**config.mk**
```make
export PLATFORM = sky130hd
export DESIGN_NAME = tftp_data_sender_control
export DESIGN_NICKNAME = d
export VERILOG_FILES = /design/src/sv/tdsc_pkg.sv /design/src/sv/tftp_data_sender_control.sv
export SDC_FILE = /design/constraint.sdc
export NUM_CORES = 1
export LEC_CHECK = 0
export ABC_AREA = 1
export BUFFER_PORTS_ARGS = -buffer_cell sky130_fd_sc_hd__buf_2
export CAP_MARGIN = 15
export CELL_PAD_IN_SITES_DETAIL_PLACEMENT = 1
export CELL_PAD_IN_SITES_GLOBAL_PLACEMENT = 1
export CORE_UTILIZATION = 39
export DETAILED_ROUTE_END_ITERATION = 6
export PLACE_DENSITY = 0.87
export SLEW_MARGIN = 40
export SYNTH_ARGS = -nofsm -noshare
export SYNTH_HDL_FRONTEND = slang
export SYNTH_SLANG_ARGS = --single-unit
```
**constraint.sdc**
```tcl
create_clock -name clk -period 4.2 [get_ports clk]
set_input_delay 0.84 -clock clk [delete_from_list [all_inputs] [get_ports clk]]
set_output_delay 0.84 -clock clk [all_outputs]
set_load 0.02 [all_outputs]
```
**src/sv/tdsc_pkg.sv**
```systemverilog
package tdsc_pkg;

    // field widths
    localparam int LenW   = 16;
    localparam int BlockW = 16;
    localparam int OpW    = 16;
    localparam int BaseW  = 8;
    localparam int TimerW = 11;
    localparam int CountW = 3;

    // timeouts allowed in a row before the transfer is aborted
    localparam logic [CountW-1:0] MAX_TIMEOUTS = 3'd5;

    // event kinds
    localparam logic [1:0] KIND_START  = 2'd0;
    localparam logic [1:0] KIND_DATA   = 2'd1;
    localparam logic [1:0] KIND_PACKET = 2'd2;
    localparam logic [1:0] KIND_TIMER  = 2'd3;

    // packet opcodes
    localparam logic [OpW-1:0] OP_ACK   = 16'd4;
    localparam logic [OpW-1:0] OP_ERROR = 16'd5;

    // configuration register indexes
    localparam logic CFG_SEGMENT_SIZE = 1'b0;
    localparam logic CFG_BASE_TIMEOUT = 1'b1;

    // reset values of the configuration registers
    localparam logic [LenW-1:0]  SEGMENT_SIZE_RESET = 16'd512;
    localparam logic [BaseW-1:0] BASE_TIMEOUT_RESET = 8'd5;

    // actions reported per event
    typedef enum logic [2:0] {
        ACT_REQUEST = 3'd0,
        ACT_SEND    = 3'd1,
        ACT_RESEND  = 3'd2,
        ACT_WAIT    = 3'd3,
        ACT_DONE    = 3'd4,
        ACT_NAK     = 3'd5,
        ACT_ABORT   = 3'd6,
        ACT_IGNORED = 3'd7
    } action_t;

endpackage

```
**src/sv/tftp_data_sender_control.sv**
```systemverilog
// Lock-step control for the sending side of a file transfer.
// Event channel: event_valid / event_stall carry one protocol event per
// transfer (kind plus its fields: start, data ready, packet received, timer
// expired). Result channel: result_valid / result_stall carry exactly one
// action per event, with block number, payload length and timer value.
// Configuration channel: cfg_valid / cfg_ready write segment_size (index 0)
// or base_timeout (index 1); cfg_ready is always high and writes are meant
// to happen only while no event is in flight.
// An event is captured in the event register, then decided and its result
// loaded into the result register once that is free. Throughput: one event
// per cycle while result_stall is low. Decision and all state updates are
// combinational between the event register and the result register, so
// back-to-back events see each other's state without any gap.
// While result_stall holds a shown result, the event register fills behind
// it, and event_stall rises only once both registers are occupied.
// Reset clears the phase to idle, the block number, length and timeout count
// to zero, and restores segment_size 512 and base_timeout 5.
module tftp_data_sender_control
    import tdsc_pkg::*;
(
    input  logic              clk,
    input  logic              rst_n,
    // event channel
    input  logic              event_valid,
    output logic              event_stall,
    input  logic [1:0]        kind,
    input  logic [LenW-1:0]   option_ack_length,
    input  logic [LenW-1:0]   data_length,
    input  logic              read_failed,
    input  logic [OpW-1:0]    packet_opcode,
    input  logic [BlockW-1:0] packet_block,
    // result channel
    output logic              result_valid,
    input  logic              result_stall,
    output action_t           action,
    output logic [BlockW-1:0] block_out,
    output logic [LenW-1:0]   length_out,
    output logic [TimerW-1:0] timer_value,
    // configuration channel
    input  logic              cfg_valid,
    output logic              cfg_ready,
    input  logic              cfg_index,
    input  logic [LenW-1:0]   cfg_data
);

    typedef enum logic [1:0] {
        PH_IDLE = 2'd0,
        PH_DATA = 2'd1,
        PH_ACK  = 2'd2
    } phase_t;

    // configuration registers
    logic [LenW-1:0]   segment_size_reg;
    logic [BaseW-1:0]  base_timeout_reg;

    // event register
    logic              ev_valid_reg;
    logic [1:0]        kind_reg;
    logic [LenW-1:0]   oack_len_reg;
    logic [LenW-1:0]   data_len_reg;
    logic              failed_reg;
    logic [OpW-1:0]    opcode_reg;
    logic [BlockW-1:0] pblock_reg;

    // protocol state
    phase_t            phase_reg, phase_next;
    logic [BlockW-1:0] block_reg, block_next;
    logic [LenW-1:0]   length_reg, length_next;
    logic [CountW-1:0] count_reg, count_next;

    // result register
    logic              res_valid_reg;
    action_t           action_reg, action_next;
    logic [BlockW-1:0] block_out_reg;
    logic [LenW-1:0]   length_out_reg, length_out_next;
    logic [TimerW-1:0] timer_reg, timer_next;

    logic              res_free;
    logic              advance;
    logic              ev_take;
    logic              cfg_write;
    logic              timed;
    logic [CountW:0]   timer_factor;
    logic [BaseW+CountW:0] timer_product;

    function automatic logic [LenW-1:0] clip_len(input logic [LenW-1:0] len,
                                                 input logic [LenW-1:0] seg);
        clip_len = (len > seg) ? seg : len;
    endfunction

    // handshake control
    assign res_free    = !res_valid_reg || !result_stall;
    assign advance     = ev_valid_reg && res_free;
    assign event_stall = ev_valid_reg && !res_free;
    assign ev_take     = event_valid && !event_stall;
    assign cfg_ready   = 1'b1;
    assign cfg_write   = cfg_valid && cfg_ready;

    // event decision
    always_comb
    begin
        phase_next      = phase_reg;
        block_next      = block_reg;
        length_next     = length_reg;
        count_next      = count_reg;
        action_next     = ACT_IGNORED;
        length_out_next = '0;
        timed           = 1'b0;
        case (kind_reg)
            KIND_START:
            begin
                count_next = '0;
                if (oack_len_reg != '0)
                begin
                    block_next      = '0;
                    length_next     = clip_len(oack_len_reg, segment_size_reg);
                    phase_next      = PH_ACK;
                    action_next     = ACT_SEND;
                    length_out_next = length_next;
                    timed           = 1'b1;
                end
                else
                begin
                    block_next  = {{(BlockW-1){1'b0}}, 1'b1};
                    length_next = '0;
                    phase_next  = PH_DATA;
                    action_next = ACT_REQUEST;
                end
            end
            KIND_DATA:
            begin
                if (phase_reg != PH_DATA)
                begin
                    action_next = ACT_IGNORED;
                end
                else if (failed_reg)
                begin
                    phase_next  = PH_IDLE;
                    action_next = ACT_NAK;
                end
                else
                begin
                    length_next     = clip_len(data_len_reg, segment_size_reg);
                    count_next      = '0;
                    phase_next      = PH_ACK;
                    action_next     = ACT_SEND;
                    length_out_next = length_next;
                    timed           = 1'b1;
                end
            end
            KIND_TIMER:
            begin
                if (phase_reg != PH_ACK)
                begin
                    action_next = ACT_IGNORED;
                end
                else if (count_reg < MAX_TIMEOUTS)
                begin
                    count_next      = count_reg + 1'b1;
                    action_next     = ACT_RESEND;
                    length_out_next = length_reg;
                    timed           = 1'b1;
                end
                else
                begin
                    phase_next  = PH_IDLE;
                    action_next = ACT_ABORT;
                end
            end
            KIND_PACKET:
            begin
                if (phase_reg != PH_ACK)
                begin
                    action_next = ACT_IGNORED;
                end
                else
                begin
                    count_next = '0;
                    if (opcode_reg == OP_ERROR)
                    begin
                        phase_next  = PH_IDLE;
                        action_next = ACT_ABORT;
                    end
                    else if (opcode_reg != OP_ACK)
                    begin
                        phase_next  = PH_IDLE;
                        action_next = ACT_NAK;
                    end
                    else if (pblock_reg != block_reg)
                    begin
                        action_next = ACT_WAIT;
                        timed       = 1'b1;
                    end
                    else if (block_reg != '0 && length_reg != segment_size_reg)
                    begin
                        phase_next  = PH_IDLE;
                        action_next = ACT_DONE;
                    end
                    else
                    begin
                        block_next  = block_reg + 1'b1;
                        length_next = '0;
                        phase_next  = PH_DATA;
                        action_next = ACT_REQUEST;
                    end
                end
            end
            default:
            begin
                action_next = ACT_IGNORED;
            end
        endcase
    end

    // retransmit timer: base times (count + 1), using the updated count
    assign timer_factor  = {1'b0, count_next} + 1'b1;
    assign timer_product = base_timeout_reg * timer_factor;
    assign timer_next    = timed ? timer_product[TimerW-1:0] : '0;

    // state, configuration and pipeline registers
    always_ff @(posedge clk or negedge rst_n)
    begin
        if (!rst_n)
        begin
            segment_size_reg <= SEGMENT_SIZE_RESET;
            base_timeout_reg <= BASE_TIMEOUT_RESET;
            ev_valid_reg     <= 1'b0;
            kind_reg         <= KIND_START;
            oack_len_reg     <= '0;
            data_len_reg     <= '0;
            failed_reg       <= 1'b0;
            opcode_reg       <= '0;
            pblock_reg       <= '0;
            phase_reg        <= PH_IDLE;
            block_reg        <= '0;
            length_reg       <= '0;
            count_reg        <= '0;
            res_valid_reg    <= 1'b0;
            action_reg       <= ACT_IGNORED;
            block_out_reg    <= '0;
            length_out_reg   <= '0;
            timer_reg        <= '0;
        end
        else
        begin
            // configuration writes
            if (cfg_write)
            begin
                case (cfg_index)
                    CFG_SEGMENT_SIZE: segment_size_reg <= cfg_data;
                    CFG_BASE_TIMEOUT: base_timeout_reg <= cfg_data[BaseW-1:0];
                    default:          segment_size_reg <= segment_size_reg;
                endcase
            end

            // event register
            if (ev_take)
            begin
                ev_valid_reg <= 1'b1;
                kind_reg     <= kind;
                oack_len_reg <= option_ack_length;
                data_len_reg <= data_length;
                failed_reg   <= read_failed;
                opcode_reg   <= packet_opcode;
                pblock_reg   <= packet_block;
            end
            else if (advance)
            begin
                ev_valid_reg <= 1'b0;
            end

            // decide the event, update state and load the result
            if (advance)
            begin
                phase_reg      <= phase_next;
                block_reg      <= block_next;
                length_reg     <= length_next;
                count_reg      <= count_next;
                res_valid_reg  <= 1'b1;
                action_reg     <= action_next;
                block_out_reg  <= block_next;
                length_out_reg <= length_out_next;
                timer_reg      <= timer_next;
            end
            else if (res_valid_reg && !result_stall)
            begin
                res_valid_reg <= 1'b0;
            end
        end
    end

    assign result_valid = res_valid_reg;
    assign action       = action_reg;
    assign block_out    = block_out_reg;
    assign length_out   = length_out_reg;
    assign timer_value  = timer_reg;

    // checks
    assert property (@(posedge clk) disable iff (!rst_n)
        count_reg <= MAX_TIMEOUTS)
        else $error("timeout count beyond limit");

    assert property (@(posedge clk) disable iff (!rst_n)
        advance |=> res_valid_reg)
        else $error("decided event left no result");

    assert property (@(posedge clk) disable iff (!rst_n)
        event_stall |-> (ev_valid_reg && res_valid_reg))
        else $error("event stalled with free pipeline slot");

endmodule
```
## Word level (Yosys, flattened, before mapping)

Cells that the tools add are included.

| cells by class | value |
|---|---|
| divide/modulo/power cells | 0 |
| multipliers | 1 |
| shift operators | 0 |
| equal/unequal tests | 19 |
| $add $sub $neg | 3 |
| mux-type cells | 66 |
| magnitude comparators | 3 |
| reduce and logical (&&, ||, !) cells | 22 |
| bitwise gates (word level) | 1 |

Operator list:

| operator | number |
|---|---|
| $mux 16 | 19 |
| $pmux 16 s3 | 2 |
| $mux 3 | 14 |
| $gt 16x16->1 | 2 |
| $ne 16x16->1 | 2 |
| $pmux 16 s2 | 1 |
| $reduce_bool 16->1 | 2 |
| $pmux 3 s4 | 2 |
| $ne 2x2->1 const B | 10 |
| $mux 2 | 9 |
| $add 16x1->16 const B | 1 |
| $eq 16x3->1 const B | 1 |
| $mux 1 | 16 |
| $ne 16x3->1 const B | 1 |
| $mul 8x4->11 | 1 |
| $mux 11 | 1 |
| $reduce_and 9->1 | 1 |
| $pmux 2 s4 | 1 |
| $reduce_and 7->1 | 1 |
| $reduce_and 6->1 | 1 |
| $reduce_bool 2->1 | 3 |
| $logic_and 1x1->1 | 5 |
| $add 3x1->4 const B | 1 |
| $eq 2x2->1 const B | 2 |
| other kinds (12) | 16 |

| word-level totals | value |
|---|---|
| input port bits | 89 |
| output and inout bits | 49 |
| memories | 0 |
| bits in latches | 0 |
| bits in writable memories | 0 |
| register bits | 160 |
| ROM bits | 0 |

## Depth between registers and ports, before layout

| logic depth | value |
|---|---|
| word-level depth | 8 |
| depth in mapped cells | 25 |

## Worst setup path after synthesis

No wires, ideal clock.

| timing path | value |
|---|---|
| path type | register to register |
| start point | register kind_reg[0] |
| end point | register timer_reg[8], in the netlist timer_value[8] |
| slack | -0.196 ns |
| clock period less this slack | 4.396 ns |
| cell stages (with the launch flop) | 21 |
| buffers on the path | 1 |
| arrival | 4.313 ns |
| cell sequence | dfrtp_1 -> inv_1 -> ha_1 -> o21ai_1 -> nand4_1 -> nand2_1 -> inv_1 -> ha_1 -> clkbuf_1 -> nand2_1 -> fa_1 -> inv_1 -> fa_1 -> inv_1 -> fa_1 -> o21ai_0 -> a21oi_1 -> nor2_1 -> nor2_1 -> xor2_1 -> o21ai_0 |

| between the ends | value |
|---|---|
| cells in the longest elaborated chain, start to end | 5 |

RTL lines:

| what | line | text |
|---|---|---|
| start, declared | tftp_data_sender_control.sv:58 | `logic [1:0] kind_reg;` |
| start signal, assigned | tftp_data_sender_control.sv:260 | `kind_reg <= kind;` |
| $eq 2x2->1, or another cell as far along | tftp_data_sender_control.sv:109 | `case (kind_reg)` |
| $pmux 3 s4 (*) | tftp_data_sender_control.sv:109 |  |
| named net count_next[0] | tftp_data_sender_control.sv:69 | `logic [CountW-1:0] count_reg, count_next;` |
| $add 3x1->4 (*) | tftp_data_sender_control.sv:216 | `assign timer_factor = {1'b0, count_next} + 1'b1;` |
| $mul 8x4->11 (*) | tftp_data_sender_control.sv:217 | `assign timer_product = base_timeout_reg * timer_factor;` |
| $mux 11 (*) | tftp_data_sender_control.sv:218 | `assign timer_next = timed ? timer_product[TimerW-1:0] : '0;` |
| end signal, assigned | tftp_data_sender_control.sv:283 | `timer_reg <= timer_next;` |
| end, declared | tftp_data_sender_control.sv:76 | `logic [TimerW-1:0] timer_reg, timer_next;` |

The timed path passes the listed nets; every way through them passes the cells marked *.
A chain may end at the register's enable or synchronous reset.

## Worst setup path in the final report

| timing path | value |
|---|---|
| start point | register kind_reg[1] |
| end point | register timer_reg[8], in the netlist timer_value[8] |

| between the ends | value |
|---|---|
| cells in the longest elaborated chain, start to end | 5 |

RTL lines:

| what | line |
|---|---|
| $eq 2x2->1, or another cell as far along | tftp_data_sender_control.sv:109 |
| $pmux 3 s4 | tftp_data_sender_control.sv:109 |
| $add 3x1->4 | tftp_data_sender_control.sv:216 |
| $mul 8x4->11 | tftp_data_sender_control.sv:217 |
| $mux 11 (*) | tftp_data_sender_control.sv:218 |

Mark *: on every way between the ends. The rest lies on a longest branch, timed or not.

==> results.sh <==
export IMPL_finalMaxSlewViolations=0
export IMPL_gp_congestion=0.885
export IMPL_ys_types=45
export IMPL_antenna_found_initial=0
export IMPL_nets=1682
export IMPL_worst_setup_path_type="reg -> reg"
export IMPL_clock_latency_ns=0.45
export IMPL_cts_htree_levels=4
export IMPL_rows=58
export IMPL_core_area_mm2=0.0255
export IMPL_viasPerCell=5.42
export IMPL_tightest_slew_ns=0.750
export IMPL_num_vias=10100
export IMPL_grt_pass1_wl_mm=54.7
export IMPL_wl_per_cell_um=18.3
export IMPL_ir_drop_uv=246
export IMPL_ys_seq_area_frac=0.393
export IMPL_final_layout_size_suffix_gt1_frac=0.204
export IMPL_fin_crit_sh=1.04
export IMPL_wirelength_mm=34.2
export IMPL_async_flop_share=1.00
export IMPL_drtAntennaViolNets=0
export IMPL_finalCriticalPeriod_ns=4.37
export IMPL_yosysWarnings=0
export IMPL_cts_buffer_depth=2
export IMPL_grt_pass1_vias=10800
export IMPL_grt_max_degree=84
export IMPL_final_setup_worst_slack_ns=-0.166
export IMPL_ios=138
export IMPL_hp_class="in -> async"
export IMPL_skew_ns=0.0136
export IMPL_fmax_mhz=229
export IMPL_floorplan_initialDensity=0.401
export IMPL_cap_viol_max_count=0
export IMPL_violations="negative setup slack"
export IMPL_path_clk_slew_ns=0.07
export IMPL_timing_hold_violations_final=0
export IMPL_worstPathArrival_ns=4.69
export IMPL_clock_root_buffer="clkbuf_16"
export IMPL_syn_inst=1377
export IMPL_syn_nets=1533
export IMPL_reg2reg_depth=23
export IMPL_outcome="complete, but fails checks"
export IMPL_place_ws_ns=-0.243
export IMPL_syn2layout_area_growth_pct=20.6
export IMPL_fin_tns_setup_ns=-0.681
export IMPL_dr_pass1_iters=6
export IMPL_drt_initial_drc_count=592
export IMPL_cts_made_buffers=17
export IMPL_avgSynthCellArea_um2=7.42
export IMPL_cts_tree="built"
export IMPL_cp_start_kind="register"
export IMPL_rsz0062_at_grt="yes"
export IMPL_die_area_mm2=0.0268
export IMPL_remaining_drc_errors=0
export IMPL_clock_sinks=160
export IMPL_synth_edf_count=0
export IMPL_worst_setup_path_end_kind="register"
export IMPL_synth_area_mm2=0.0102
export IMPL_p_leak_nw=6.37
export IMPL_fillers=3216
export IMPL_die_w_um=164
export IMPL_track_usage=0.261
export IMPL_hpwl_mm=23.7
export IMPL_setup_violations_final=5
export IMPL_required_ns=4.52
export IMPL_pwr_density_cell_mw_per_mm2=481
export IMPL_num_antenna_cells=0
export IMPL_overflow=0
export IMPL_die_y_um=164
export IMPL_cp_max_fo=5
export IMPL_numPortBuffers=136
export IMPL_relSlewSlack=0.498
export IMPL_synth_ff_type="dfrtp_1"
export IMPL_ys_ff_latch=160
==> cells in the final DEF (no fill, tap or decap), drive strengths merged <==
| master | Yosys | routed |
|---|---|---|
| bufinv | 0 | 2 |
| clkbuf | 27 | 19 |
| nand2 | 363 | 363 |
| a21oi | 101 | 101 |
| dfstp | 6 | 6 |
| o21bai | 1 | 1 |
| nand3 | 135 | 135 |
| inv | 176 | 183 |
| mux2 | 4 | 4 |
| o21ai | 83 | 83 |
| nand3b | 3 | 3 |
| nor2 | 133 | 133 |
| conb | 1 | 1 |
| nor4 | 7 | 7 |
| xor2 | 9 | 9 |
| a21o | 1 | 1 |
| ha | 55 | 55 |
| xnor2 | 18 | 18 |
| or2 | 1 | 1 |
| nor3 | 16 | 16 |
| o311ai | 1 | 1 |
| o21a | 2 | 2 |
| clkinvlp | 0 | 2 |
| o211ai | 2 | 2 |
| dfrtp | 154 | 154 |
| o22ai | 2 | 2 |
| clkinv | 1 | 3 |
| nand4 | 41 | 41 |
| buf | 22 | 178 |
| fa | 12 | 12 |
==> worst paths after layout <==
kind                              from               to  slack, ns
setup / recovery           kind_reg[1]   timer_value[8]      -0.17
hold / removal                   rst_n   pblock_reg[12]       0.41
setup reg to reg           kind_reg[1]   timer_value[8]      -0.17
hold reg to reg              action[1]        action[1]       0.47
max in group asynchronous        rst_n  data_len_reg[6]       2.87
min in group clk             action[1]        action[1]       0.47
==> through the flow <==
| stage | power [mW] | cell area [um2] | utilization | hold slack, ns | instances |
|---|---|---|---|---|---|
| 3_3_place_gp | 3.92 | 11300 | 0.445 | 0.456 | 1820 |
| 4_1_cts | 5.77 | 12100 | 0.475 | 0.475 | 1860 |
| 6_report | 5.93 | 12300 | 0.484 | 0.415 | 1868 |
| 5_1_grt | 6.27 | 12300 | 0.484 | 0.484 | 1868 |
| 3_5_place_dp | 4.03 | 11300 | 0.445 | 0.464 | 1820 |
| 2_1_floorplan | 3.36 | 10200 | - | 0.448 | 1377 |
==> synthesized netlist by cell type (11+ instances only) <==
library cell,number,share of area
nand2_1,356,0.13
inv_1,168,0.062
dfrtp_1,154,0.38
nand3_1,134,0.066
nor2_1,129,0.047
a21oi_1,100,0.049
o21ai_0,64,0.031
ha_1,55,0.067
nand4_1,39,0.024
clkbuf_1,26,0.0096
xnor2_1,17,0.015
o21ai_2,15,0.013
nor3_1,13,0.0064
fa_1,12,0.024
buf_1,11,0.0040
==> repair_timing <==
| item | CTS | global route |
|---|---|---|
| setup buffers | 9 | 8 |
| resized for setup | 26 | 45 |
| endpoints found under the setup margin | 6 | 7 |
| pin swaps | 9 | 37 |
| gates cloned | 0 | 0 |
| hold buffers | 0 | 0 |
==> metal layers <==
layer  global-route usage  up-vias  part of all wire
met4                0.128        0             0.045
met1                0.298     4998              0.40
met3               0.0359      112             0.030
met2                0.474      266              0.52
li1                     -     4745                 -
met5                    0        -                 0
==> area by class of cell <==
type | instances | area (um2) | share of cell area
Multi-Input combinational cell | 991 | 5580 | 0.453
Timing Repair Buffer | 179 | 1060 | 0.0863
Tap cell | 330 | 413 | 0.0335
Inverter | 177 | 667 | 0.0541
Sequential cell | 160 | 4010 | 0.326
Clock buffer | 18 | 429 | 0.0348
Clock inverter | 13 | 155 | 0.0126
==> kinds of logic after synthesis <==
logic type / Yosys count / synth area share
and+or+nand+nor: 699 / 0.299
buffers and inverters: 226 / 0.0865
AOI/OAI and AO/OA: 193 / 0.103
DFF: 160 / 0.393
adders and majority gates: 67 / 0.0909
xor gates and xnor gates: 27 / 0.0239
muxes: 4 / 0.00441
other: 1 / 0.000367
==> critical path, stage by stage (launching register included) <==
cell and delay, ns:
dfrtp_2 0.47, ha_4 0.21, o21ai_4 0.20, buf_6 0.13, buf_6 0.08, nand4_1 0.13
nand2_2 0.18, buf_4 0.13, nor2_2 0.04, nand2_1 0.09, buf_6 0.12, nor2_1 0.06
fa_1 0.56, inv_1 0.07, fa_1 0.54, inv_1 0.07, ha_4 0.30, nand2_1 0.12
o21ai_4 0.20, a21oi_2 0.10, nor2_2 0.13, nor2_2 0.06, xor2_1 0.16, o21ai_1 0.09
==> report_power, final <==
group	leakage [nW]	total [mW]	switching, mW	internal, mW
Clock	0.282	1.61	0.726	0.889
Combinational	4.15	2.23	1.42	0.818
Sequential	1.94	2.08	0.245	1.83
Total	6.37	5.93	2.39	3.54
(Power assumes the default switching activity.)
